`src/rtl/mlt_pkg.sv`:
```
// Shared types and constants for the MAC learning table.
`default_nettype none
package mlt_pkg;

  // Field widths fixed by the table entry format
  localparam int unsigned MacW  = 48;
  localparam int unsigned PortW = 4;
  localparam int unsigned AgeW  = 16;
  localparam int unsigned CmdW  = 3;
  localparam int unsigned UsedW = 7;

  // Configuration port geometry
  localparam int unsigned ApbAddrW = 3;
  localparam int unsigned ApbDataW = 32;

  // Register reset values
  localparam logic [AgeW-1:0] AgeReloadRst = 16'd300;
  localparam logic [AgeW-1:0] AgeStepRst   = 16'd1;

  // Register indexes
  localparam logic REG_AGE_RELOAD = 1'b0;
  localparam logic REG_AGE_STEP   = 1'b1;

  // Command codes
  typedef enum logic [CmdW-1:0] {
    CMD_LEARN   = 3'd0,
    CMD_LOOKUP  = 3'd1,
    CMD_AGE     = 3'd2,
    CMD_FLUSH   = 3'd3,
    CMD_DISABLE = 3'd4
  } cmd_e;

  // Controller states
  typedef enum logic [1:0] {
    ST_IDLE,
    ST_RUN,
    ST_HOLD
  } state_e;

  // Input word
  typedef struct packed {
    logic [CmdW-1:0]  cmd;
    logic [MacW-1:0]  mac_addr;
    logic [PortW-1:0] port_num;
  } in_word_t;

  // Result word
  typedef struct packed {
    logic             hit;
    logic [PortW-1:0] port_out;
    logic             status;
    logic [UsedW-1:0] used_count;
  } out_word_t;

  // Aging settings broadcast to every cell
  typedef struct packed {
    logic [AgeW-1:0] age_reload;
    logic [AgeW-1:0] age_step;
  } cfg_t;

  // Command token that walks down the cell chain
  typedef struct packed {
    logic             active;
    logic [CmdW-1:0]  cmd;
    logic             pass;
    logic [MacW-1:0]  mac;
    logic [PortW-1:0] port;
    logic             found;
    logic [PortW-1:0] port_acc;
    logic             placed;
  } tok_t;

endpackage
`default_nettype wire

```
`src/rtl/mlt_cfg_regs.sv`:
```
// APB register file for the aging settings.
`default_nettype none
module mlt_cfg_regs (
  input  wire logic                          clk_i,
  input  wire logic                          rst_ni,
  input  wire logic                          psel,
  input  wire logic                          penable,
  input  wire logic                          pwrite,
  input  wire logic [mlt_pkg::ApbAddrW-1:0]  paddr,
  input  wire logic [mlt_pkg::ApbDataW-1:0]  pwdata,
  output logic      [mlt_pkg::ApbDataW-1:0]  prdata,
  output logic                               pready,
  output mlt_pkg::cfg_t                      cfg_o
);

  logic [mlt_pkg::AgeW-1:0] reload_q, reload_d;
  logic [mlt_pkg::AgeW-1:0] step_q, step_d;
  logic                     wr_en;
  logic                     reg_idx;

  assign pready  = 1'b1;
  assign wr_en   = psel & penable & pwrite;
  assign reg_idx = paddr[2];

  // Decode writes and read data
  always_comb begin
    reload_d = reload_q;
    step_d   = step_q;
    prdata   = '0;
    unique case (reg_idx)
      mlt_pkg::REG_AGE_RELOAD: begin
        prdata = {{(mlt_pkg::ApbDataW-mlt_pkg::AgeW){1'b0}}, reload_q};
        if (wr_en) begin
          reload_d = pwdata[mlt_pkg::AgeW-1:0];
        end
      end
      mlt_pkg::REG_AGE_STEP: begin
        prdata = {{(mlt_pkg::ApbDataW-mlt_pkg::AgeW){1'b0}}, step_q};
        if (wr_en) begin
          step_d = pwdata[mlt_pkg::AgeW-1:0];
        end
      end
      default: begin
        prdata = '0;
      end
    endcase
  end

  always_ff @(posedge clk_i or negedge rst_ni) begin
    if (!rst_ni) begin
      reload_q <= mlt_pkg::AgeReloadRst;
      step_q   <= mlt_pkg::AgeStepRst;
    end else begin
      reload_q <= reload_d;
      step_q   <= step_d;
    end
  end

  assign cfg_o.age_reload = reload_q;
  assign cfg_o.age_step   = step_q;

endmodule
`default_nettype wire

```
`config.mk`:
```
export PLATFORM = sky130hd
export DESIGN_NAME = mlt_cfg_regs
export DESIGN_NICKNAME = d
export VERILOG_FILES = /design/src/rtl/mlt_pkg.sv /design/src/rtl/mlt_cfg_regs.sv
export SDC_FILE = /design/constraint.sdc
export NUM_CORES = 1
export LEC_CHECK = 0
export BUFFER_PORTS_ARGS = -buffer_cell sky130_fd_sc_hd__buf_2
export CORE_UTILIZATION = 42
export DETAILED_ROUTE_END_ITERATION = 8
export GPL_TIMING_DRIVEN = 0
export MAX_ROUTING_LAYER = met4
export PLACE_DENSITY = 0.92
export SYNTH_ARGS = -nofsm -noshare
export SYNTH_HDL_FRONTEND = slang
export SYNTH_SLANG_ARGS = --single-unit
```
`constraint.sdc`:
```
create_clock -name clk_i -period 0.8 [get_ports clk_i]
set_input_delay 0 -clock clk_i [delete_from_list [all_inputs] [get_ports clk_i]]
set_output_delay 0 -clock clk_i [all_outputs]
set_load 0.01 [all_outputs]
```
==> results.md <==
- Status: complete, but fails checks
- Failing checks: hold timing, setup timing
- TritonCTS Buffers: 5
- Critical path class: flop to output port
- Most frequent cells in the layout: buf_6, mux2_4, dfrtp_1, buf_2, buf_4
- Syn Inst Count: 105
- CP arrival: 1090 ps
- HPWL after DPL: 2.363 mm
- Max-cap violations: 0
- Post-synthesis sequential area ratio: 50.31%
- Uppermost layer routed: met4
- Number of distinct library cells after synthesis: 10
- Die height: 63.80 um
- Clk slew on worst S/H paths: 70 ps
- DRC: 0
- Setup TNS: -10230 ps
- Vias: 1328
- RSZ-0062 raised after global routing: yes
- Design area: 3090 sq um
- Max clock buf depth: 2
- Die area: 4070 sq um
- Number of global-route vias before repair: 1460
- Final wirelength: 4.835 mm
- DR WL met2: 2.816 mm
- Grt total ovfl: 0
- Layout cell share with drive strength beyond 1: 75.10%
- DP Area: 2115 sq um
- Minimum clock period: 1093 ps
- Maximum clock rate: 914.9 MHz
- Placeable Area: 3661 sq um
- Initial core utilization: 43.81%
- Max-Slew Margin vs Limit: 54.01%
- Critical Path RT: 800 ps
- VDD IR max: 1.761 mV
- Dpl ws: -237.8 ps
- # IOs: 105
- DR WL met3: 159 um
- Fin worst setup slack: -293.0 ps
- P&R area growth vs syn: 92.67%
- DR pass1 iterations: 4
- Worst-Skew Late Latency: 280 ps
- Buffers added on ports: 68
- Final net count: 280
- Crit path launch type: flop
- H-Tree Depth: 2
- Clock Sinks: 32
- Worst Max-Slew Pin Slew: 689.8 ps
- Metal-1 WL: 1.730 mm
- Die width: 63.80 um
- Commonest non-fill, non-tap cell in the layout: buf_6
- CTS tree: yes
- Clock root buffer: clkbuf_8
- Final Hold Viols: 27
- Number of diodes: 0
- # hold bufs at CTS: 16
- Worst Skew: 0 ps
- Maximum number of pins on one net before global-route repair: 33
- First-pass GRT wire length: 7.569 mm
- Power Density: 2454 nW/um^2
- Worst hold slack: -238.1 ps
- GP Congestion: 0.7388
- Final Max Tran Viols: 0
- Routed len/inst: 16.73 um
- CP endpoint kind: output port
- Crit path max fanout: 3
- Cell Rows: 22
- Vias per std cell: 4.595
- Syn_area_per_cell: 15.28 sq um
- Initial antenna violation count: 0
- Total power: 0.007584 W
- Syn. warnings: 0
- Final setup viols: 75
- DR iter-0 viols: 21
- Routed Antenna Nets: 0
- HP Class: primary input to asynchronous set/reset pin
- Tcrit/Tclk final: 136.6%
- Post-Syn Area: 1604 sq um
- LEAKAGE: 1.653 nW
- FF+latch count, synth: 32
- GRT Overall Usage: 26.12%
==> routing by layer <==
| layer | vias up | GRT usage [%] |
|---|---|---|
| li1 | 602 | - |
| met4 | 0 | 12.50 |
| met3 | 10 | 3.929 |
| met2 | 52 | 49.73 |
| met1 | 664 | 25.52 |
| met5 | - | - |
==> power by group <==
part | switching [W] | total [W] | internal (W)
Clock | 0.000577 | 0.00168 | 0.00110
Combinational | 0.00119 | 0.00360 | 0.00241
Sequential | 0.000288 | 0.00231 | 0.00202
Total | 0.00206 | 0.00758 | 0.00552
==> cell type report <==
class	count	area (sq um)
Clock inverter	1	30.03
Tap cell	48	60.06
Multi-Input combinational cell	67	810.8
Buffer	21	182.7
Sequential cell	32	807.0
Clock buffer	7	96.34
Timing Repair Buffer	113	1104
Fill cell	210	570.5
==> logic make-up after synthesis <==
| kind of cell | share of synthesized area (%) |
|---|---|
| mux | 36.04 |
| flops | 50.31 |
| buf+inv | 10.37 |
| simple gates | 2.808 |
| other cells | 0.4682 |
==> registers in the layout, summed over array words and instances (netlist names) <==
register  count
reload_q     16
step_q       16
==> worst max-delay path: stages (launching register included) <==
cell	delay [ps]
dfrtp_1	400
mux2_2	290
buf_6	120
==> stage by stage <==
stage / cells / utilization (%)
floorplan: 120 / -
global placement: 236 / 57.76
detailed placement: 236 / 57.76
CTS: 285 / 82.54
global route: 289 / 84.42
finish: 289 / 84.42
==> cells in the mapped netlist (all sizes together) <==
cell type / instances / area, sq um
mux2: 48 / 578.1
buf: 21 / 166.4
dfstp: 5 / 131.4
nand4b: 1 / 23.77
conb: 2 / 7.510
nand4: 1 / 21.27
dfrtp: 27 / 675.7
==> worst paths after layout <==
kind | start | end | slack [ps] | cells after the start
min reg2reg | reload_q[15] | reload_q[15] | 550 | 1
max | reload_q[4] | prdata[4] | -290 | 2
min in group clk_i | paddr[2] | step_q[1] | 200 | 3
max in group asynchronous | rst_ni | step_q[6] | 590 | 1
max reg2reg | reload_q[7] | reload_q[7] | -210 | 3
min | rst_ni | reload_q[1] | -240 | 1
==> timing repair <==
| action | in CTS | in global routing |
|---|---|---|
| gates resized for setup | 86 | 22 |
| endpoints found under the hold margin | 59 | 27 |
| setup buffers | 25 | 17 |
| setup endpoints to repair | 48 | 74 |
Note: power is estimated with default switching activity, not from simulation.
