[config.mk]
export PLATFORM = sky130hd
export DESIGN_NAME = mlt_cell
export DESIGN_NICKNAME = d
export VERILOG_FILES = /design/src/rtl/mlt_pkg.sv /design/src/rtl/mlt_cell.sv
export SDC_FILE = /design/constraint.sdc
export NUM_CORES = 1
export LEC_CHECK = 0
export BUFFER_PORTS_ARGS = -buffer_cell sky130_fd_sc_hd__clkbuf_2
export CELL_PAD_IN_SITES_DETAIL_PLACEMENT = 0
export CELL_PAD_IN_SITES_GLOBAL_PLACEMENT = 1
export CORE_MARGIN = 5
export CORE_UTILIZATION = 40
export DETAILED_ROUTE_END_ITERATION = 16
export GPL_TIMING_DRIVEN = 0
export MAX_ROUTING_LAYER = met4
export PLACE_DENSITY_LB_ADDON = 0.08
export SLEW_MARGIN = 15
export SYNTH_ARGS = -nofsm -noshare
export SYNTH_HDL_FRONTEND = slang
export SYNTH_SLANG_ARGS = --single-unit
[constraint.sdc]
create_clock -name clk_i -period 5.45 [get_ports clk_i]
set_input_delay 1.635 -clock clk_i [delete_from_list [all_inputs] [get_ports clk_i]]
set_output_delay 1.635 -clock clk_i [all_outputs]
set_load 0.1 [all_outputs]
[src/rtl/mlt_pkg.sv]
// Shared types and constants for the MAC learning table.
`default_nettype none
package mlt_pkg;

  // Field widths fixed by the table entry format
  localparam int unsigned MacW  = 48;
  localparam int unsigned PortW = 4;
  localparam int unsigned AgeW  = 16;
  localparam int unsigned CmdW  = 3;
  localparam int unsigned UsedW = 7;

  // Configuration port geometry
  localparam int unsigned ApbAddrW = 3;
  localparam int unsigned ApbDataW = 32;

  // Register reset values
  localparam logic [AgeW-1:0] AgeReloadRst = 16'd300;
  localparam logic [AgeW-1:0] AgeStepRst   = 16'd1;

  // Register indexes
  localparam logic REG_AGE_RELOAD = 1'b0;
  localparam logic REG_AGE_STEP   = 1'b1;

  // Command codes
  typedef enum logic [CmdW-1:0] {
    CMD_LEARN   = 3'd0,
    CMD_LOOKUP  = 3'd1,
    CMD_AGE     = 3'd2,
    CMD_FLUSH   = 3'd3,
    CMD_DISABLE = 3'd4
  } cmd_e;

  // Controller states
  typedef enum logic [1:0] {
    ST_IDLE,
    ST_RUN,
    ST_HOLD
  } state_e;

  // Input word
  typedef struct packed {
    logic [CmdW-1:0]  cmd;
    logic [MacW-1:0]  mac_addr;
    logic [PortW-1:0] port_num;
  } in_word_t;

  // Result word
  typedef struct packed {
    logic             hit;
    logic [PortW-1:0] port_out;
    logic             status;
    logic [UsedW-1:0] used_count;
  } out_word_t;

  // Aging settings broadcast to every cell
  typedef struct packed {
    logic [AgeW-1:0] age_reload;
    logic [AgeW-1:0] age_step;
  } cfg_t;

  // Command token that walks down the cell chain
  typedef struct packed {
    logic             active;
    logic [CmdW-1:0]  cmd;
    logic             pass;
    logic [MacW-1:0]  mac;
    logic [PortW-1:0] port;
    logic             found;
    logic [PortW-1:0] port_acc;
    logic             placed;
  } tok_t;

endpackage
`default_nettype wire

[src/rtl/mlt_cell.sv]
// One table entry: holds an address, port and countdown, and passes the token on.
`default_nettype none
module mlt_cell #(
  parameter int unsigned CntW = 7
) (
  input  wire logic            clk_i,
  input  wire logic            rst_ni,
  input  wire mlt_pkg::cfg_t   cfg_i,
  input  wire mlt_pkg::tok_t   tok_i,
  input  wire logic [CntW-1:0] cnt_i,
  output mlt_pkg::tok_t        tok_o,
  output logic      [CntW-1:0] cnt_o
);

  logic                      valid_q, valid_d;
  logic [mlt_pkg::MacW-1:0]  mac_q, mac_d;
  logic [mlt_pkg::PortW-1:0] port_q, port_d;
  logic [mlt_pkg::AgeW-1:0]  age_q, age_d;
  logic [mlt_pkg::AgeW-1:0]  aged;
  logic                      match;
  logic                      act_q;
  mlt_pkg::tok_t             tok_q, tok_d;
  logic [CntW-1:0]           cnt_q, cnt_d;

  assign match = valid_q && (mac_q == tok_i.mac);
  assign aged  = (age_q > cfg_i.age_step) ? (age_q - cfg_i.age_step) : '0;

  // Apply the passing command to this entry and update the token
  always_comb begin
    valid_d = valid_q;
    mac_d   = mac_q;
    port_d  = port_q;
    age_d   = age_q;
    tok_d   = tok_i;
    if (tok_i.active) begin
      unique case (tok_i.cmd)
        mlt_pkg::CMD_LEARN: begin
          if (!tok_i.pass) begin
            if (match && !tok_i.found) begin
              port_d      = tok_i.port;
              age_d       = cfg_i.age_reload;
              tok_d.found = 1'b1;
            end
          end else if (!tok_i.found && !tok_i.placed && !valid_q) begin
            valid_d      = 1'b1;
            mac_d        = tok_i.mac;
            port_d       = tok_i.port;
            age_d        = cfg_i.age_reload;
            tok_d.placed = 1'b1;
          end
        end
        mlt_pkg::CMD_LOOKUP: begin
          if (match && !tok_i.found) begin
            tok_d.found    = 1'b1;
            tok_d.port_acc = port_q;
          end
        end
        mlt_pkg::CMD_AGE: begin
          if (valid_q) begin
            age_d = aged;
            if (aged == '0) begin
              valid_d = 1'b0;
            end
          end
        end
        mlt_pkg::CMD_FLUSH: begin
          valid_d = 1'b0;
        end
        mlt_pkg::CMD_DISABLE: begin
          if (valid_q && (port_q == tok_i.port)) begin
            age_d = '0;
          end
        end
        default: begin
          tok_d = tok_i;
        end
      endcase
    end
    // Add this entry to the running count of live entries
    cnt_d = cnt_i + {{(CntW-1){1'b0}}, valid_d};
  end

  // Control state
  always_ff @(posedge clk_i or negedge rst_ni) begin
    if (!rst_ni) begin
      valid_q <= 1'b0;
      act_q   <= 1'b0;
    end else begin
      valid_q <= valid_d;
      act_q   <= tok_i.active;
    end
  end

  // Entry and token payload
  always_ff @(posedge clk_i) begin
    mac_q  <= mac_d;
    port_q <= port_d;
    age_q  <= age_d;
    tok_q  <= tok_d;
    cnt_q  <= cnt_d;
  end

  always_comb begin
    tok_o        = tok_q;
    tok_o.active = act_q;
  end
  assign cnt_o = cnt_q;

endmodule
`default_nettype wire

==> results of run 1 <==
[per-stage QoR]
step | total power, mW | area [µm²]
finish | 2.81 | 7380
CTS | 2.85 | 7380
floorplan | 1.57 | 5620
detailed placement | 1.71 | 6790
global route | 2.93 | 7380
global placement | 1.70 | 6720
[power groups by stage]
stage / clock [mW] / sequential (mW) / combinational, mW
floorplan: 0 / 1.44 / 0.136
global placement: 0 / 1.18 / 0.517
detailed placement: 0 / 1.19 / 0.521
CTS: 1.16 / 1.16 / 0.523
global route: 1.21 / 1.17 / 0.552
finish: 1.13 / 1.16 / 0.518
[per-layer routing]
metal	up-vias	GRT usage (%)	share of wire, %
li1	2009	-	-
met2	107	26.5	50
met3	16	4.32	5.8
met4	0	6.24	1.7
met5	-	-	0
met1	1869	18.9	42
[final timing paths]
kind,startpoint,to,slack (ns),cells after the start
min reg2reg,port_q[2],tok_o[3],0.54,1
max,cfg_i[4],cnt_o[6],0.97,16
min,port_q[2],tok_o[3],0.54,1
max reg2reg,age_q[4],cnt_o[6],1.92,14
max in group asynchronous,rst_ni,valid_q,4.32,1
min in group asynchronous,rst_ni,act_q,1.02,1
[worst register-to-register path: stages (launching register included)]
cell and delay, ns:
edfxtp_1 0.38, ha_1 0.38, a211oi_1 0.40, nor2_1 0.07, nor3_1 0.23, xor2_1 0.28, o2111ai_1 0.16, nand4bb_1 0.23
nor4_1 0.30, o21ai_1 0.19, ha_1 0.25, ha_1 0.21, nand3_1 0.12, nor2_1 0.07, xor2_1 0.14
[sequential cells by signal, indices dropped and copies added (netlist names)]
name     cells
act_q        1
age_q       16
cnt_o        7
mac_q       48
port_q       4
tok_o       62
valid_q      1
[synthesized netlist by cell type (all sizes together) (4+ instances only)]
master	n	area share, %
o2111ai	4	0.73
nand4	10	1.2
a21oi	15	1.3
nand2b	7	0.78
nor2b	7	0.78
nor4	5	0.56
ha	18	4.0
a21o	7	0.96
o22ai	6	0.67
and3	5	0.56
a22o	7	1.1
nor3	9	0.89
nor2	18	1.2
o211ai	4	0.53
edfxtp	68	36
inv	33	2.2
nand3	9	0.80
xnor2	32	5.0
mux2	4	1.1
nand2	27	1.8
dfxtp	69	25
xor2	18	2.8
o21ai	19	1.7
[cell families after synthesis]
kind of cell	count (synthesis)	synth area share, %
compound gates	83	10.8
xor+xnor	50	7.79
fa+ha+maj	19	4.36
buf+inv	37	3.18
flops	139	61.8
mux	4	1.07
simple gates	114	11.0
[area by class of cell]
cell class / instances / area (µm²) / share of cell area [%]
multi-input combinational: 270 / 1980 / 26.9
sequential: 139 / 3470 / 47.1
clock buffer: 21 / 450 / 6.10
timing repair buffer: 177 / 935 / 12.7
clock inverter: 11 / 135 / 1.83
tap: 180 / 225 / 3.05
buffer: 4 / 55.1 / 0.746
inverter: 33 / 124 / 1.68
==> results_dict.tcl, run 1 <==
set metrics [dict create \
    cpPeakStageDelay_ns 0.40 \
    finalSetupViolations 0 \
    netlist_area_um2 5620 \
    cts_sinks 139 \
    ios 174 \
    cellInternalPower_mw 1.96 \
    totalWireLength_mm 12.6 \
    antenna_found_initial 0 \
    critPathArrivalTime_ns 4.77 \
    firstDrtPassIters 4 \
    path_common_cell "ha_1" \
    async_reset_ff_share_pct 1.44 \
    cts_resized 0 \
    drt-wirelength-per-cell_um 15.1 \
    finalNonFillerCells 835 \
    fmax_mhz 223 \
    fp.dieH_um 129 \
    seqPwrFrac_pct 41.3 \
    design.core.area_um2 13800 \
    area.growth.synth_to_final_pct 31.3 \
    crit_path_start_kind "input pin" \
    start_util_pct 40.6 \
    portBuffers 173 \
    worstPathRequired_ns 5.74 \
    final_net_count 765 \
    p_leak_nw 3.23 \
    fillCellCount 1250 \
    finalSetupTns_ns 0 \
    clk_latency_ns 0.42 \
    drive_gt1_share_pct 35.3 \
    power_density_nw_per_um2 381 \
    drc 0 \
    dp_hpwl_mm 9.99 \
    syn_inst 446 \
    synth_edf_count 68 \
    drv_cap 0 \
    setup_ws_ns 0.974 \
    netSwitchingFraction_pct 30.3 \
    routed_via_density 4.79 \
    grt_max_degree 19 \
    postCtsSetupBuffers 0 \
    fin_util_pct 53.4 \
    combPwrFrac_pct 18.4 \
    whs_ns 0.538 \
    place_ws_ns 0.473 \
    dieArea_um2 16500 \
    layout_commonest_cell "clkbuf_2" \
    avgSynthCellArea_um2 12.6 \
    grt_pass1_wl_mm 20.2 \
    place.gp.congestion 0.849 \
    drt_iter0_drc 135 \
    outcome "finished, final reports clean" \
    cp_max_fo 6 \
    slowest_stage "a211oi_1" \
    yosysUniqueCellTypes 58 \
    ys_ff_latch 139 \
    finClkSkew_ns 0.0159 \
    crit_path_end_kind "flip-flop" \
    globalRouteTotalUtil_pct 16.1 \
    crit_buf_inv 2 \
    drtAntennaViolNets 0 \
    post-route-min-period_ns 4.48 \
    worst_pin_slew_ns 0.656 \
    root_buffer "clkbuf_16" \
    yosys_warnings 0 \
    cts.path.max_buffers 2 \
    ctsHoldBuffers 0 \
    vdd_drop_max_uv 236 \
    p_clk_share_pct 40.2 \
    cts_buffers 17 \
    hold_class "flip-flop to flip-flop" \
    num_vias 4001 \
    path_cells "clkbuf_2, inv_1, ha_1, a211oi_1, nor2_1, nor3_1, xor2_1, o2111ai_1, nand4bb_1, nor4_1, o21ai_1, ha_1, ha_1, nand3_1, nor2_1, xor2_1" \
    rows 43 \
    drv_slew 0 \
    diodes 0 \
    power_switching_uw 853 \
    maxSlewHeadroom_pct 56.3 \
    overflow 0 \
    fin_crit_sh_pct 82.1 \
    clk_pin_slew_ns 0.05 \
    synth-seq-area-share_pct 61.8 \
    synth_flop_cell "dfxtp_1" \
    final_cell_mix "173 x clkbuf_2, 69 x dfxtp_1, 68 x edfxtp_1" \
    hold_viol_final 0 \
    first_global_vias 4211 \
    die_w_um 129 \
    path_class "input pin to flip-flop" \
    place_inst 803 \
    synth_fp_nets 569 \
    grt_setup_unrepaired "no" \
    cp_top_family "simple AND/OR/NAND/NOR gates" \
    htreeDepth 4 \
    cts_tree "done" \
]
(Power assumes the default switching activity.)
==> inputs of run 2 (changes only) <==
Settings changed: ABC_AREA set to 1, CORE_UTILIZATION 40 to 39.
Clock period 5.45 ns to 4.49 ns, I/O delays scaled along.
==> results_dict.tcl, run 2 <==
set metrics [dict create \
    outcome "finished, final reports clean" \
    path_class "input pin to flip-flop" \
    power_switching_mw 1.03 \
    design.core.area_um2 16400 \
    layout_commonest_cell "clkbuf_2" \
    cts_sinks 139 \
    fp.dieH_um 139 \
    htreeDepth 4 \
    globalRouteTotalUtil_pct 19.2 \
    synth_fp_nets 849 \
    drt_iter0_drc 229 \
    timing.rr.end "cnt_o[6]" \
    rr_worst_depth 21 \
    netlist_area_um2 6450 \
    synth_edf_count 68 \
    r2r_slack_ns 1.09 \
    drv_slew 0 \
    antenna_found_initial 0 \
    yosys-top-cells-area "edfxtp_1 32%, dfxtp_1 21%, nand2_1 9.4%" \
    diodes 0 \
    ctsHoldBuffers 0 \
    place_inst 1122 \
    final_net_count 1044 \
    drive_gt1_share_pct 27.2 \
    maxSlewHeadroom_pct 52.9 \
    drtAntennaViolNets 0 \
    firstDrtPassIters 5 \
    cts_tree "done" \
    fin_crit_sh_pct 90.4 \
    yosys_warnings 0 \
    crit_path_end "cnt_o[6]" \
    final_cell_mix "173 x clkbuf_2, 161 x nand2_1, 125 x inv_1" \
    yosysUniqueCellTypes 38 \
    place.gp.congestion 0.903 \
    drc 0 \
    drt-wirelength-per-cell_um 15.3 \
    synth_common_cells "161 x nand2_1, 125 x inv_1, 69 x dfxtp_1, 68 x edfxtp_1, 53 x nand3_1" \
    dp_hpwl_mm 14.7 \
    whs_ns 0.567 \
    num_vias 5453 \
    postCtsSetupBuffers 0 \
    ys_ff_latch 139 \
    cts_resized 0 \
    grt_max_degree 18 \
    cts_buffers 17 \
    first_global_vias 5687 \
    cp-startpoint "cfg_i[0]" \
    overflow 0 \
    synth_top_area_share_pct 31.7 \
    ios 174 \
    portBuffers 173 \
    post-route-min-period_ns 4.06 \
    rows 47 \
    routed_via_density 4.73 \
    synth_flop_cell "dfxtp_1" \
    largest_register_ffs 62 \
    area.growth.synth_to_final_pct 28.0 \
    finalSetupViolations 0 \
    seqPwrFrac_pct 40.6 \
    avgSynthCellArea_um2 8.88 \
    p_leak_nw 4.05 \
    crit_path_end_kind "flip-flop" \
    critPathArrivalTime_ns 4.40 \
    syn_inst 726 \
    vdd_drop_max_uv 299 \
    cellInternalPower_mw 2.39 \
    die_w_um 139 \
    worst_pin_slew_ns 0.705 \
    hold_viol_final 0 \
    async_reset_ff_share_pct 1.44 \
    finClkSkew_ns 0.00720 \
    place_ws_ns -0.0369 \
    dieArea_um2 19200 \
    clk_latency_ns 0.42 \
    cts.path.max_buffers 2 \
    synth-seq-area-share_pct 53.9 \
    cp_max_fo 9 \
    root_buffer "clkbuf_16" \
    fmax_mhz 246 \
    drv_cap 0 \
    yosys.area.top_type "edfxtp_1" \
    totalWireLength_mm 17.7 \
    power_density_nw_per_um2 414 \
    combPwrFrac_pct 17.7 \
    p_clk_share_pct 41.7 \
    grt_setup_unrepaired "no" \
    synthMostInstantiatedCell "nand2_1" \
    netSwitchingFraction_pct 30.2 \
    hold_class "flip-flop to flip-flop" \
    worstPathRequired_ns 4.83 \
    start_util_pct 39.3 \
    finalNonFillerCells 1153 \
    timing.rr.start "age_q[0]" \
    crit_path_start_kind "input pin" \
    setup_ws_ns 0.431 \
    clk_pin_slew_ns 0.06 \
    grt_pass1_wl_mm 28.5 \
]
run 2: changes by cell type after synthesis, sizes merged, moves of 19 or more:
| cell | delta |
|---|---|
| nor2 | +30 |
| inv | +100 |
| nand2 | +142 |
| nand4 | +19 |
| or2 | +20 |
| xnor2 | -20 |
| nand3 | +45 |
run 2: kinds of logic after synthesis:
logic type	count (synthesis)	synth area share [%]
adder cells (fa/ha/maj)	19	3.80
XOR/XNOR	26	3.53
buffers and inverters	139	8.23
AND/OR/NAND/NOR	352	25.5
flip-flops	139	53.9
AO/OA/AOI/OAI	51	5.03
run 2: worst max-delay path, stage by stage:
cell and delay (ns):
clkbuf_2 0.08, ha_1 0.21, fa_1 0.42, inv_1 0.13
nand2_1 0.06, nand2_1 0.08, nand3_2 0.11, nand2_4 0.10
nand2_4 0.06, a21oi_4 0.28, nand3_1 0.19, nand2_1 0.09
nor2_1 0.05, nand3_1 0.11, nand2_1 0.07, a21oi_2 0.16
ha_1 0.19, ha_1 0.18, nand3_1 0.11, nor3_1 0.19
xor2_1 0.18
run 2: layer usage:
metal / vias to the layer above / share of wire, % / GRT usage [%]
met5: - / 0 / -
met2: 136 / 52 / 33.5
met4: 0 / 2.4 / 7.38
li1: 2787 / - / -
met1: 2497 / 41 / 21.5
met3: 33 / 4.1 / 4.34
run 2: final cells by class:
type | count | area, µm²
flip-flops and latches | 139 | 3470
fillers | 1610 | 8150
inverters | 134 | 508
repair buffers | 176 | 923
clock inverters | 14 | 170
multi-input cells | 448 | 2450
plain buffers | 5 | 22.5
well taps | 220 | 275
clock buffers | 17 | 425
run 2: power groups by stage:
stage          registers (mW)  logic, mW  clock network (mW)
2_1_floorplan            1.67      0.190                   0
3_3_place_gp             1.42      0.604                   0
3_5_place_dp             1.42      0.608                   0
4_1_cts                  1.39      0.610                1.45
5_1_grt                  1.39      0.650                1.52
6_report                 1.39      0.606                1.42
run 2: how the worst min path moves through the flow:
stage	start	end	slack (ns)	cells after the start
4_1_cts	port_q[3]	tok_o[4]	0.57	2
2_1_floorplan	port_q[2]	tok_o[3]	0.51	2
6_report	port_q[2]	tok_o[3]	0.57	2
3_3_place_gp	port_q[2]	tok_o[3]	0.55	2
3_5_place_dp	port_q[3]	tok_o[4]	0.56	2
5_1_grt	port_q[3]	tok_o[4]	0.60	2
run 2: metrics by stage:
stage / utilization [%] / cell area, µm² / power [mW] / setup TNS [ns]
final: 50.3 / 8250 / 3.42 / 0
after global routing: 50.3 / 8250 / 3.56 / 0
after CTS: 50.3 / 8250 / 3.45 / 0
after detailed placement: 46.7 / 7660 / 2.03 / -0.0369
after global placement: 46.3 / 7590 / 2.02 / -34.86
after floorplan: - / 6450 / 1.86 / 0
==> inputs of run 3 (changes only) <==
Settings changed: GPL_TIMING_DRIVEN 0 to 1.
==> results_dict.tcl, run 3 (synthesis gave the netlist of run 2 again) <==
set metrics [dict create \
    outcome "finished, final reports clean" \
    final_net_count 1040 \
    htreeDepth 4 \
    place_ws_ns 0.193 \
    design.core.area_um2 16400 \
    clk_pin_slew_ns 0.06 \
    num_vias 5402 \
    cts_buffers 17 \
    hold_class "flip-flop to flip-flop" \
    path_class "input pin to flip-flop" \
    cp_max_fo 9 \
    fin_crit_sh_pct 85.5 \
    power_switching_mw 1.06 \
    root_buffer "clkbuf_16" \
    whs_endpoint "tok_o[1]" \
    grt_setup_unrepaired "no" \
    totalWireLength_mm 18.4 \
    timing.rr.start "age_q[0]" \
    crit_path_start_kind "input pin" \
    cts_tree "done" \
    ctsHoldBuffers 0 \
    multi_input_area_um2 2450 \
    start_util_pct 39.3 \
    ios 174 \
    grt_max_degree 49 \
    combPwrFrac_pct 17.6 \
    firstDrtPassIters 4 \
    hold_depth 2 \
    globalRouteTotalUtil_pct 20.0 \
    netSwitchingFraction_pct 30.7 \
    overflow 0 \
    fp.dieH_um 139 \
    cts.path.max_buffers 2 \
    maxSlewHeadroom_pct 50.1 \
    total_power_mw 3.47 \
    finalSetupTns_ns 0 \
    critPathArrivalTime_ns 4.18 \
    layout_commonest_cell "clkbuf_2" \
    setup_ws_ns 0.651 \
    place.gp.congestion 0.889 \
    place_inst 1118 \
    first_global_vias 5583 \
    fmax_mhz 260 \
    hold_viol_final 0 \
    drtAntennaViolNets 0 \
    postCtsSetupBuffers 0 \
    power_density_nw_per_um2 422 \
    dieArea_um2 19200 \
    area.growth.synth_to_final_pct 27.5 \
    finalNonFillerCells 1150 \
    drc 0 \
    diodes 0 \
    drv_slew 0 \
    whs_ns 0.575 \
    fillCellCount 1593 \
    finalSetupViolations 0 \
    largest_register_ffs 62 \
    clk_latency_ns 0.42 \
    drive_gt1_share_pct 27.3 \
    rr_worst_depth 21 \
    rows 47 \
    drt_iter0_drc 188 \
    antenna_found_initial 0 \
    p_clk_share_pct 42.4 \
    drv_cap 0 \
    p_leak_nw 4.04 \
    cellInternalPower_mw 2.41 \
    r2r_slack_ns 1.32 \
    seqPwrFrac_pct 40.1 \
    drt-wirelength-per-cell_um 16.0 \
    worst_pin_slew_ns 0.747 \
    grt_pass1_wl_mm 29.1 \
    finClkSkew_ns 0.0138 \
    worstPathRequired_ns 4.83 \
    crit_path_end_kind "flip-flop" \
    cts_sinks 139 \
    dp_hpwl_mm 15.3 \
    die_w_um 139 \
    final-seq-area_um2 3470 \
    cts_resized 0 \
    timing.rr.end "cnt_o[6]" \
    routed_via_density 4.70 \
    final_cell_mix "173 x clkbuf_2, 161 x nand2_1, 125 x inv_1" \
    post-route-min-period_ns 3.84 \
    hp-start "port_q[0]" \
    vdd_drop_max_uv 239 \
    portBuffers 173 \
]
==> run 3: changes by cell type in the layout (fill, tap and decap cells not counted), sizes merged <==
cell / change
inv: +4
clkbuf: -3
clkinv: -4
==> run 3: how the worst max path moves through the flow <==
stage	from	to	slack [ns]	cells past startpoint
after floorplan	tok_i[61]	mac_q[0]	0.48	5
after global placement	cfg_i[0]	cnt_o[6]	0.31	21
after detailed placement	cfg_i[0]	cnt_o[6]	0.19	21
after CTS	cfg_i[0]	cnt_o[6]	0.62	21
after global routing	cfg_i[0]	cnt_o[6]	0.38	21
final	cfg_i[0]	cnt_o[6]	0.65	21
==> run 3: area by class of cell <==
class,instances,share of cell area [%]
Clock buffer,18,5.22
Clock inverter,14,2.25
Inverter,134,6.18
Multi-Input combinational cell,448,29.9
Sequential cell,139,42.2
Tap cell,220,3.35
Timing Repair Buffer,177,10.9
==> run 3: per-layer routing <==
layer	share of wire [%]	vias to the layer above	track usage, %
li1	-	2761	-
met1	40	2474	21.6
met2	54	139	36.9
met3	3.4	28	3.21
met4	2.3	0	7.02
met5	0	-	-
==> run 3: per-stage QoR <==
step | instance area, µm² | util, %
final | 8220 | 50.1
after global routing | 8220 | 50.1
after CTS | 8220 | 50.1
after detailed placement | 7610 | 46.4
after global placement | 7610 | 46.4
after floorplan | 6450 | -
==> run 3: power groups by stage <==
stage               clock network (mW)  registers (mW)  logic, mW
floorplan                            0            1.67      0.190
global placement                     0            1.42      0.615
detailed placement                   0            1.42      0.615
CTS                               1.50            1.39      0.617
global route                      1.56            1.39      0.654
finish                            1.47            1.39      0.610
==> run 3: critical path, stage by stage <==
cell	delay, ns
clkbuf_2	0.08
ha_1	0.21
fa_1	0.40
inv_1	0.11
nand2_1	0.06
nand2_1	0.09
nand3_2	0.10
nand2_4	0.10
nand2_4	0.06
a21oi_4	0.22
nand3_1	0.12
nand2_1	0.08
nor2_1	0.04
nand3_1	0.10
nand2_1	0.07
a21oi_2	0.15
ha_1	0.19
ha_1	0.18
nand3_1	0.11
nor3_1	0.19
xor2_1	0.17
